[src/hdl/tcce_pkg.sv]
// ----------------------------------------------------------------------------
// tcce_pkg
// Shared types and constants for the text console cursor engine.
// ----------------------------------------------------------------------------
package tcce_pkg;

    localparam int COLUMNS_DEF = 80;
    localparam int ROWS_DEF    = 25;

    localparam int LOC_W   = 11;
    localparam int IDX_W   = 11;
    localparam int CHAR_W  = 8;
    localparam int ATTR_W  = 8;
    localparam int CELL_W  = CHAR_W + ATTR_W;
    localparam int APB_AW  = 3;
    localparam int APB_DW  = 32;
    localparam int TAB_STOP = 8;

    localparam logic [1:0] MODE_PUT   = 2'd0;
    localparam logic [1:0] MODE_CLEAR = 2'd1;
    localparam logic [1:0] MODE_READ  = 2'd2;

    localparam logic [CHAR_W-1:0] CH_BS       = 8'h08;
    localparam logic [CHAR_W-1:0] CH_TAB      = 8'h09;
    localparam logic [CHAR_W-1:0] CH_LF       = 8'h0A;
    localparam logic [CHAR_W-1:0] CH_CR       = 8'h0D;
    localparam logic [CHAR_W-1:0] CH_BLANK    = 8'h20;
    localparam logic [CHAR_W-1:0] CH_PRINT_LO = 8'h20;
    localparam logic [CHAR_W-1:0] CH_PRINT_HI = 8'h7F;

    localparam logic [ATTR_W-1:0] RESET_ATTR = 8'h0F;

    // register index taken from paddr[2]
    localparam logic REG_TEXT_ATTR = 1'b0;

    typedef struct packed {
        logic [1:0]        mode;
        logic [CHAR_W-1:0] char_code;
        logic [IDX_W-1:0]  cell_index;
    } t_item;

    typedef struct packed {
        logic [LOC_W-1:0]  cursor_location;
        logic [CHAR_W-1:0] cell_char;
        logic [ATTR_W-1:0] cell_attribute;
    } t_result;

    typedef struct packed {
        logic capture;
        logic exec;
        logic scroll;
        logic blank;
        logic blank_rst;
        logic cnt_clr;
        logic cnt_inc;
        logic emit;
        logic emit_read;
    } t_dp_cmd;

    typedef struct packed {
        logic [1:0] mode;
        logic       need_scroll;
        logic       rd_ok;
        logic       cnt_last;
        logic       scroll_end;
    } t_dp_status;

endpackage

[src/hdl/tcce_ctrl.sv]
// ----------------------------------------------------------------------------
// tcce_ctrl
// Sequencer for init sweep, item execution, scroll copy and blanking.
// ----------------------------------------------------------------------------
module tcce_ctrl
    import tcce_pkg::*;
(
    input  logic       i_clk,
    input  logic       i_rst_n,
    input  logic       i_start,
    input  t_dp_status i_status,
    output t_dp_cmd    o_cmd,
    output logic       o_busy
);

    typedef enum logic [5:0] {
        S_INIT   = 6'b000001,
        S_IDLE   = 6'b000010,
        S_EXEC   = 6'b000100,
        S_RDWAIT = 6'b001000,
        S_SCROLL = 6'b010000,
        S_BLANK  = 6'b100000
    } t_state;

    t_state r_state, n_state;

    always_comb begin
        n_state = r_state;
        o_cmd   = '0;
        unique case (r_state)
            S_INIT: begin
                o_cmd.blank     = 1'b1;
                o_cmd.blank_rst = 1'b1;
                o_cmd.cnt_inc   = 1'b1;
                if (i_status.cnt_last) begin
                    o_cmd.cnt_inc = 1'b0;
                    n_state       = S_IDLE;
                end
            end
            S_IDLE: begin
                if (i_start) begin
                    o_cmd.capture = 1'b1;
                    n_state       = S_EXEC;
                end
            end
            S_EXEC: begin
                o_cmd.exec = 1'b1;
                unique case (i_status.mode)
                    MODE_PUT: begin
                        if (i_status.need_scroll) begin
                            o_cmd.cnt_clr = 1'b1;
                            n_state       = S_SCROLL;
                        end else begin
                            o_cmd.emit = 1'b1;
                            n_state    = S_IDLE;
                        end
                    end
                    MODE_CLEAR: begin
                        o_cmd.cnt_clr = 1'b1;
                        n_state       = S_BLANK;
                    end
                    MODE_READ: begin
                        if (i_status.rd_ok) begin
                            n_state = S_RDWAIT;
                        end else begin
                            o_cmd.emit = 1'b1;
                            n_state    = S_IDLE;
                        end
                    end
                    default: begin
                        o_cmd.emit = 1'b1;
                        n_state    = S_IDLE;
                    end
                endcase
            end
            S_RDWAIT: begin
                o_cmd.emit      = 1'b1;
                o_cmd.emit_read = 1'b1;
                n_state         = S_IDLE;
            end
            S_SCROLL: begin
                o_cmd.scroll = 1'b1;
                if (i_status.scroll_end) begin
                    n_state = S_BLANK;
                end else begin
                    o_cmd.cnt_inc = 1'b1;
                end
            end
            S_BLANK: begin
                o_cmd.blank   = 1'b1;
                o_cmd.cnt_inc = 1'b1;
                if (i_status.cnt_last) begin
                    o_cmd.cnt_inc = 1'b0;
                    o_cmd.emit    = 1'b1;
                    n_state       = S_IDLE;
                end
            end
            default: begin
                n_state = S_IDLE;
            end
        endcase
    end

    always_ff @(posedge i_clk) begin
        if (!i_rst_n) begin
            r_state <= S_INIT;
        end else begin
            r_state <= n_state;
        end
    end

    assign o_busy = (r_state != S_IDLE);

endmodule

[config.mk]
export PLATFORM = sky130hd
export DESIGN_NAME = tcce_ctrl
export DESIGN_NICKNAME = d
export VERILOG_FILES = /design/src/hdl/tcce_pkg.sv /design/src/hdl/tcce_ctrl.sv
export SDC_FILE = /design/constraint.sdc
export NUM_CORES = 1
export LEC_CHECK = 0
export BUFFER_PORTS_ARGS = -buffer_cell sky130_fd_sc_hd__buf_2
export CAP_MARGIN = 20
export CORE_AREA = 2 2 39 41
export CTS_BUF_LIST = sky130_fd_sc_hd__clkbuf_16
export DETAILED_ROUTE_END_ITERATION = 10
export DIE_AREA = 0 0 41 43
export HOLD_SLACK_MARGIN = 0.12
export SLEW_MARGIN = 40
export SYNTH_ARGS = -nofsm -noshare
export SYNTH_HDL_FRONTEND = slang
export SYNTH_SLANG_ARGS = --single-unit
[constraint.sdc]
create_clock -name i_clk -period 2.8 [get_ports i_clk]
set_input_delay 0.14 -clock i_clk [delete_from_list [all_inputs] [get_ports i_clk]]
set_output_delay 0.14 -clock i_clk [all_outputs]
set_load 0.1 [all_outputs]
* Word level (Yosys, flattened, before mapping)
Cells that the tools add are included.
Storage, ports and cells: bits in registers 6, output and inout port bits 10
Cells by class: mux-type cells 25, reduce and logical (&&, ||, !) cells 3, equal/unequal tests 12
Operator list (count):
- $pmux W6 S4 | 1
- $mux W6 | 3
- $pmux W6 S3 | 1
- $mux W1 | 13
- $pmux W1 S3 | 3
- $eq A6 B1 Y1 const B | 1
- $eq A6 B2 Y1 const B | 1
- $eq A6 B3 Y1 const B | 1
- $eq A6 B4 Y1 const B | 1
- $eq A6 B5 Y1 const B | 1
- $eq A6 B6 Y1 const B | 1
- $ne A6 B2 Y1 const B | 1
- $mux W5 | 1
- $mux W4 | 1
- $ne A2 B2 Y1 const B | 2
- $reduce_and A3 Y1 | 1
- $eq A2 B1 Y1 const B | 1
- $eq A2 B2 Y1 const B | 1
- $logic_not A2 Y1 | 1
- $mux W2 | 1
- $ne A2 B1 Y1 const B | 1
- $pmux W1 S2 | 1
- $reduce_or A2 Y1 | 1

* Longest topological paths before layout
Gate-level depths: netlist of the first run.
word-level depth 4, mapped depth 5, depth with buffers taken out 4

* Worst setup path before layout of the first run
OpenSTA, ideal clock, no wires.
kind register to output, start register r_state[1], end output o_cmd[0] in the netlist's numbering, path slack -1235 ps, arrival 3895 ps, buffers on the path 0, stages on the path, launching flop included 3, cells stage by stage dfxtp_1 > or3_1 > nor4b_1
RTL lines:
- start, declared | RTL line tcce_ctrl.sv:25 | t_state r_state, n_state;
- start signal, assigned | RTL line tcce_ctrl.sv:108 | r_state <= n_state;
- end, declared | RTL line tcce_ctrl.sv:12 | output t_dp_cmd o_cmd,

==> results of run 1 <==
==> stage by stage <==
| step | std cells | power (W) | hold WS (ns) | instance area [um2] |
|---|---|---|---|---|
| final | 91 | 0.0004602 | 0.1664 | 641.9 |
| after global routing | 91 | 0.0004810 | 0.1746 | 641.9 |
| after CTS | 91 | 0.0004644 | 0.1664 | 641.9 |
| after detailed placement | 88 | 0.0002318 | 0.3985 | 566.8 |
| after global placement | 88 | 0.0002321 | 0.3948 | 566.8 |
| after floorplan | 56 | 0.0002149 | 0.2578 | 483.0 |
==> routing by layer <==
metal	routed length, um	share of wire	global-route usage
met1	482	0.46	0.1830
met3	108	0.10	0.09424
met2	450	0.43	0.2000
met4	5	0.0048	0.04000
met5	0	0	0
==> cells by family after synthesis <==
| logic type | after synthesis |
|---|---|
| and+or+nand+nor | 34 |
| AOI/OAI and AO/OA | 7 |
| DFF | 6 |
| buffers and inverters | 6 |
| xor gates and xnor gates | 2 |
| muxes | 1 |
==> synth_stat cells, drive strengths merged <==
| cell | instances | area (um2) |
|---|---|---|
| nand4b | 1 | 8.760 |
| o31ai | 1 | 7.510 |
| or4 | 2 | 18.77 |
| mux2i | 1 | 10.01 |
| nand3 | 1 | 5.000 |
| dfxtp | 6 | 120.1 |
| or2 | 1 | 6.260 |
| a21o | 1 | 8.760 |
| nor3b | 1 | 7.510 |
| nor2b | 3 | 18.77 |
| or3 | 2 | 12.51 |
| a41oi | 1 | 8.760 |
| nor3 | 4 | 25.02 |
| a31oi | 1 | 6.260 |
| nand2b | 1 | 6.260 |
| nand4 | 1 | 6.260 |
| buf | 2 | 26.27 |
| a21oi | 1 | 5.000 |
| or4b | 1 | 13.76 |
| nor4b | 3 | 26.28 |
| and4b | 1 | 10.01 |
| inv | 4 | 15.01 |
| and2 | 1 | 6.260 |
| and3 | 2 | 12.51 |
| nor4 | 2 | 12.51 |
| nand2 | 3 | 11.26 |
| xnor2 | 2 | 17.52 |
| nor2 | 4 | 15.01 |
| o21a | 1 | 7.510 |
| o21ai | 1 | 5.000 |
==> worst max-delay path by stage <==
stage | endpoint | slack, ns | depth (start not counted)
floorplan | o_cmd[0] | 0.12 | 2
global placement | o_cmd[2] | 0.78 | 4
detailed placement | o_cmd[2] | 0.78 | 4
CTS | o_cmd[1] | 0.53 | 5
global route | o_cmd[2] | 0.42 | 4
finish | o_cmd[2] | 0.54 | 4
==> power groups by stage <==
stage          clock network [W]  registers [W]  logic [W]
2_1_floorplan                  0      0.0000965   0.000118
3_3_place_gp                   0       0.000102   0.000130
3_5_place_dp                   0       0.000103   0.000129
4_1_cts                 0.000233       0.000101   0.000130
5_1_grt                 0.000241       0.000103   0.000137
6_report                0.000229       0.000102   0.000129
==> area by class of cell <==
type	count	area [um2]
fillers	142	742.0
multi-input cells	44	321.6
flip-flops and latches	6	120.1
repair buffers	18	90.09
clock buffers	3	75.07
well taps	16	20.02
inverters	4	15.01
==> cell usage in the layout, fill, tap and decap left out, types with 2 or more instances in the layout <==
master	instances
and3_1	2
buf_2	18
clkbuf_16	3
dfxtp_1	6
inv_1	4
nand2_1	3
nor2_1	4
nor2b_1	3
nor3_1	2
nor3_2	2
nor4_1	2
nor4b_2	2
or3_1	2
xnor2_1	2
==> impl_results.md, run 1 <==
* Cell row count at 14
* Top delay family on crit path: simple AND/OR/NAND/NOR gates
* Arrival @ worst endpoint at between 2 and 2.5 ns
* DR vias at 497
* Peak VDD IR at 0.3279 mV
* Fin. max-slew vios at 0
* Hold depth at 2
* Synth Area in XOR/XNOR at 0.03804
* Final Setup Violations at 0
* Crit path time final at 2.262 ns
* Biggest register: r_state
* Die height at approximately 43 um
* CP startpoint kind: flip-flop
* Setup WS pre-CTS at around 0.78 ns
* Final wirelength at 1046 um
* Clk pwr share at 0.498
* Crit share post-route at 0.8079
* Cell variety after synth at 33
* Initial antenna violation count at 0
* Global-route usage over all layers at 0.1453
* Clk_skew at approximately 0.0024 ns
* Crit end category: primary output
* Post-route setup slack at 0.5379 ns
* Yosys Warn Count at 0
* Clk sinks at 6
* Clk Latency, worst-skew pair at 0.23 ns
* Post-DP HPWL at around 800 um
* Max Buffers Root-to-Sink at 2
* Die area at approximately 0.0018 mm2
* Hold Path Origin: i_start
* TritonCTS Buffers at 3
* Net Sw Frac at 0.3299
* Syn Area/Cell at about 8 um2
* PortBufs at 18
* Final hold vios at 0
* First-pass GRT wire length at ~1700 um
* Max-cap violations at 0
* Layout Utilization at 0.4638
* Adder-cell share of the synthesized area at 0
* Cell count after synthesis at 56
* Largest net degree at the start of global routing at 9
* Slew headroom at 0.6785
* Flip-flop count of the largest register after layout at 6
* DR DRC count at 0
* Share of cells above drive strength 1 at 0.4000
* Number of global-route vias before repair at 398
* Pwr/cell area at 717.0 mW/mm2
* Syn Nets at between 60 and 70
* Initial cell density of the core at 0.3327
* R2R cell count at 4
* Via-per-instance ratio at 5.462
* # IOs at 19
* Hold crit path type: input port to flip-flop
* Mapped Area at 460.4 um2
* Compound-cell area share of the yosys netlist at 0.1060
* Slowest CP cell: or4_1
* Worst Path Class, Setup: flip-flop to primary output
* Max Freq at 442.1 MHz
* TritonRoute pass-1 iters at 4
* Gate power share at 0.281
* Root Driver: clkbuf_16
* Sw power at 0.0001518 W
* Total grt overflow at 0
* Nets@finish at 86
* Synth Register Bits at 6
* R2R setup slack at 0.92 ns
* Dominant combinational cell family by area after synthesis: simple AND/OR/NAND/NOR gates
* Placer Congestion at 0.7863
* Pint at approximately 0.0003 W
* Lkg Pwr at 0.2921 nW
* Post-cts hold buffer count at 0
* Total setup buffers inserted after CTS at 0
* Die Wd at 41 um
* Req. time, crit path at between 2 and 3 ns
* Status: finished clean
* Post-CTS Resized at 0
* Critical Path Start: r_state[1]$_SDFFE_PN0P_
* Synth-to-Final Area Change at 39.40%
* Worst-margin pin slew at roughly 0.49 ns
* Routed Antenna Nets at 0
* Setup TNS at 0 ns
* Worst r2r src: r_state[0]$_SDFFE_PN1P_
* Starting DRT DRC Count at 15
* Unrepaired setup endpoints after global routing: no
* Antenna cells at 0
* Sequential element share of the synthesized area at 0.2609
* CP bufs+invs at 1
* Biggest regs: r_state x6
* Max Fanout on Critical Path at 8
* Fraction of the mapped netlist area in simple logic gates at 0.4837
* Clock-pin slew on the worst setup and hold paths at 0.03 ns
* Mux share of post-synthesis cell area at 0.02174
* Crit-path cells: or4_1 > or3_1 > nand2_1 > buf_2
* Delay of the slowest critical-path stage at between 0.5 and 0.6 ns
* CTS tree: done
* Hold EP: r_state[2]$_SDFFE_PN0P_
* Sequential Power Share at 0.221
* Worst R2R End: r_state[5]$_SDFFE_PN0P_
* Core area at 0.001384 mm2
* Wirelength per Cell at 11.49 um
* H-tree depth at 1
Power figures use the tool's default switching activity.
==> run 2, diff against run 1 <==
- clock period: 2.8 -> 1.99 ns (I/O delays scaled with it)
==> impl_results.md, run 2 (same netlist as run 1, synthesis figures left out) <==
* Largest net degree at the start of global routing at 9 (unchanged)
* Starting DRT DRC Count at 7 (-8)
* Clk_skew at 0.002807 ns (+0.0004270 ns)
* Synth-to-Final Area Change at 77.99%
* Sw power at 0.0002325 W (+53%)
* Worst R2R End: r_state[5]$_SDFFE_PN0P_
* Crit-path cells: buf_4 > nor4_1 > nand2_1 > or2_2 > o31ai_4 > buf_12
* Biggest regs: r_state x6
* CP startpoint kind: flip-flop
* Global-route usage over all layers at 0.1549 (+0.009622)
* Routed Antenna Nets at 0 (unchanged)
* Gate power share at 0.347 (+0.066)
* Max Buffers Root-to-Sink at 2 (unchanged)
* CP bufs+invs at 2 (+1)
* Wirelength per Cell at 11.92 um (+3.7%)
* Die Wd at 41 um (unchanged)
* Via-per-instance ratio at 5.144 (-5.8%)
* Flip-flop count of the largest register after layout at 6 (unchanged)
* Hold depth at 2 (unchanged)
* Post-cts hold buffer count at 0 (unchanged)
* Critical Path Start: r_state[0]$_SDFFE_PN1P_
* Hold Path Origin: i_rst_n
* Final hold vios at 0 (unchanged)
* Fin. max-slew vios at 0 (unchanged)
* Arrival @ worst endpoint at 1.82 ns (-0.30 ns)
* Clk sinks at 6 (unchanged)
* Max Freq at 522.2 MHz
* Crit path time final at 1.915 ns
* Worst-margin pin slew at 0.4828 ns (-0.002800 ns)
* Placer Congestion at 0.8985 (+14%)
* Final Setup Violations at 0 (unchanged)
* Initial cell density of the core at 0.3327 (unchanged)
* Clk pwr share at 0.466 (-0.032)
* CTS tree: done
* Hold crit path type: input port to flip-flop
* Clock-pin slew on the worst setup and hold paths at 0.03 ns (about the same)
* R2R cell count at 4 (unchanged)
* Net Sw Frac at 0.3311 (+0.001168)
* Worst Path Class, Setup: flip-flop to primary output
* Delay of the slowest critical-path stage at 0.36 ns (-0.19 ns)
* Top delay family on crit path: simple AND/OR/NAND/NOR gates
* Final wirelength at 1156 um (+11%)
* # IOs at 19 (unchanged)
* Max-cap violations at 0 (unchanged)
* Number of global-route vias before repair at 418 (+5.0%)
* Die height at 43 um (unchanged)
* Sequential Power Share at 0.187 (-0.034)
* Setup WS pre-CTS at 0.2150 ns (-0.5691 ns)
* Antenna cells at 0 (unchanged)
* Clk Latency, worst-skew pair at 0.23 ns (about the same)
* Fill cell count at 119 (-16%)
* Root Driver: clkbuf_16
* Core area at 0.001384 mm2 (unchanged)
* Worst r2r src: r_state[0]$_SDFFE_PN1P_
* Cell row count at 14 (unchanged)
* Max Fanout on Critical Path at 7 (-1)
* R2R setup slack at 0.21 ns (-0.71 ns)
* Nets@finish at 92 (+7.0%)
* PortBufs at 18 (unchanged)
* Lkg Pwr at 0.3525 nW (+21%)
* First-pass GRT wire length at 1828 um (+10%)
* Crit share post-route at 0.9623
* Total grt overflow at 0 (unchanged)
* Crit end category: primary output
* Slew headroom at 0.6803 (+0.001854)
* Layout Utilization at 0.5922 (+0.1284)
* DR vias at 499 (+0.40%)
* Post-route setup slack at 0.07502 ns (-0.4629 ns)
* Unrepaired setup endpoints after global routing: no
* Commonest non-fill, non-tap cell in the layout: buf_2
* Slowest CP cell: nor4_1
* DR DRC count at 0 (unchanged)
* Hold EP: r_state[4]$_SDFFE_PN0P_
* Setup TNS at 0 ns (unchanged)
* Most frequent cells in the layout: buf_2, buf_12, buf_4, dfxtp_1
* Req. time, crit path at 1.89 ns (-0.77 ns)
* Initial antenna violation count at 0 (unchanged)
* H-tree depth at 1 (unchanged)
* Peak VDD IR at 0.5936 mV (+81%)
* Final instance area at 819.5 um2 (+28%)
* Pwr/cell area at 856.8 mW/mm2 (+20%)
* Die area at 0.001763 mm2 (unchanged)
* Status: finished clean
* TritonRoute pass-1 iters at 4 (unchanged)
* Pint at 0.0004697 W (+52%)
* Post-DP HPWL at 980.5 um (+22%)
* TritonCTS Buffers at 3 (unchanged)
* Post-CTS Resized at 0 (unchanged)
* Total setup buffers inserted after CTS at 0 (unchanged)
* Dpl cell area at 739.5 um2 (+30%)
* Share of cells above drive strength 1 at 0.4938 (+0.09383)
* Biggest register: r_state
[run 2: worst register-to-register path, stage by stage (launching register included)]
cell,delay [ns]
dfxtp_1,0.30
or4_4,0.53
or4b_4,0.51
and4b_1,0.22
nor3_2,0.15
[run 2: through the flow]
step	hold WS (ns)	std cells	total power [W]
6_report	0.1298	97	0.0007022
5_1_grt	0.1545	97	0.0007288
4_1_cts	0.1326	97	0.0007049
3_5_place_dp	0.3670	94	0.0003748
3_3_place_gp	0.3624	94	0.0003726
2_1_floorplan	0.2173	56	0.0003131
[run 2: cell type report]
| cell class | count | area (um2) | share of cell area |
|---|---|---|---|
| multi-input cells | 44 | 364.1 | 0.4443 |
| repair buffers | 24 | 225.2 | 0.2748 |
| flip-flops and latches | 6 | 120.1 | 0.1466 |
| clock buffers | 3 | 75.07 | 0.09160 |
| well taps | 16 | 20.02 | 0.02443 |
| inverters | 4 | 15.01 | 0.01832 |
[run 2: layer usage]
layer  share of wire  GRT usage  up-vias
li1                -          -      261
met1            0.46     0.1909      224
met2            0.48     0.2406       12
met3           0.048    0.04712        2
met4           0.016    0.06000        0
met5               0          0        -
[run 2: power by group through the flow]
stage	logic (W)	clock network, W	registers, W
global route	0.000258	0.000339	0.000132
detailed placement	0.000242	0	0.000133
CTS	0.000242	0.000332	0.000131
finish	0.000244	0.000327	0.000131
global placement	0.000240	0	0.000133
floorplan	0.000177	0	0.000136
[run 2: how the worst max path moves through the flow]
stage                     depth (start not counted)                      end
after global routing                              6                 o_cmd[1]
final                                             6                 o_cmd[1]
after detailed placement                          4  r_state[5]$_SDFFE_PN0P_
after floorplan                                   2                 o_cmd[5]
after CTS                                         4                 o_cmd[2]
after global placement                            4  r_state[5]$_SDFFE_PN0P_
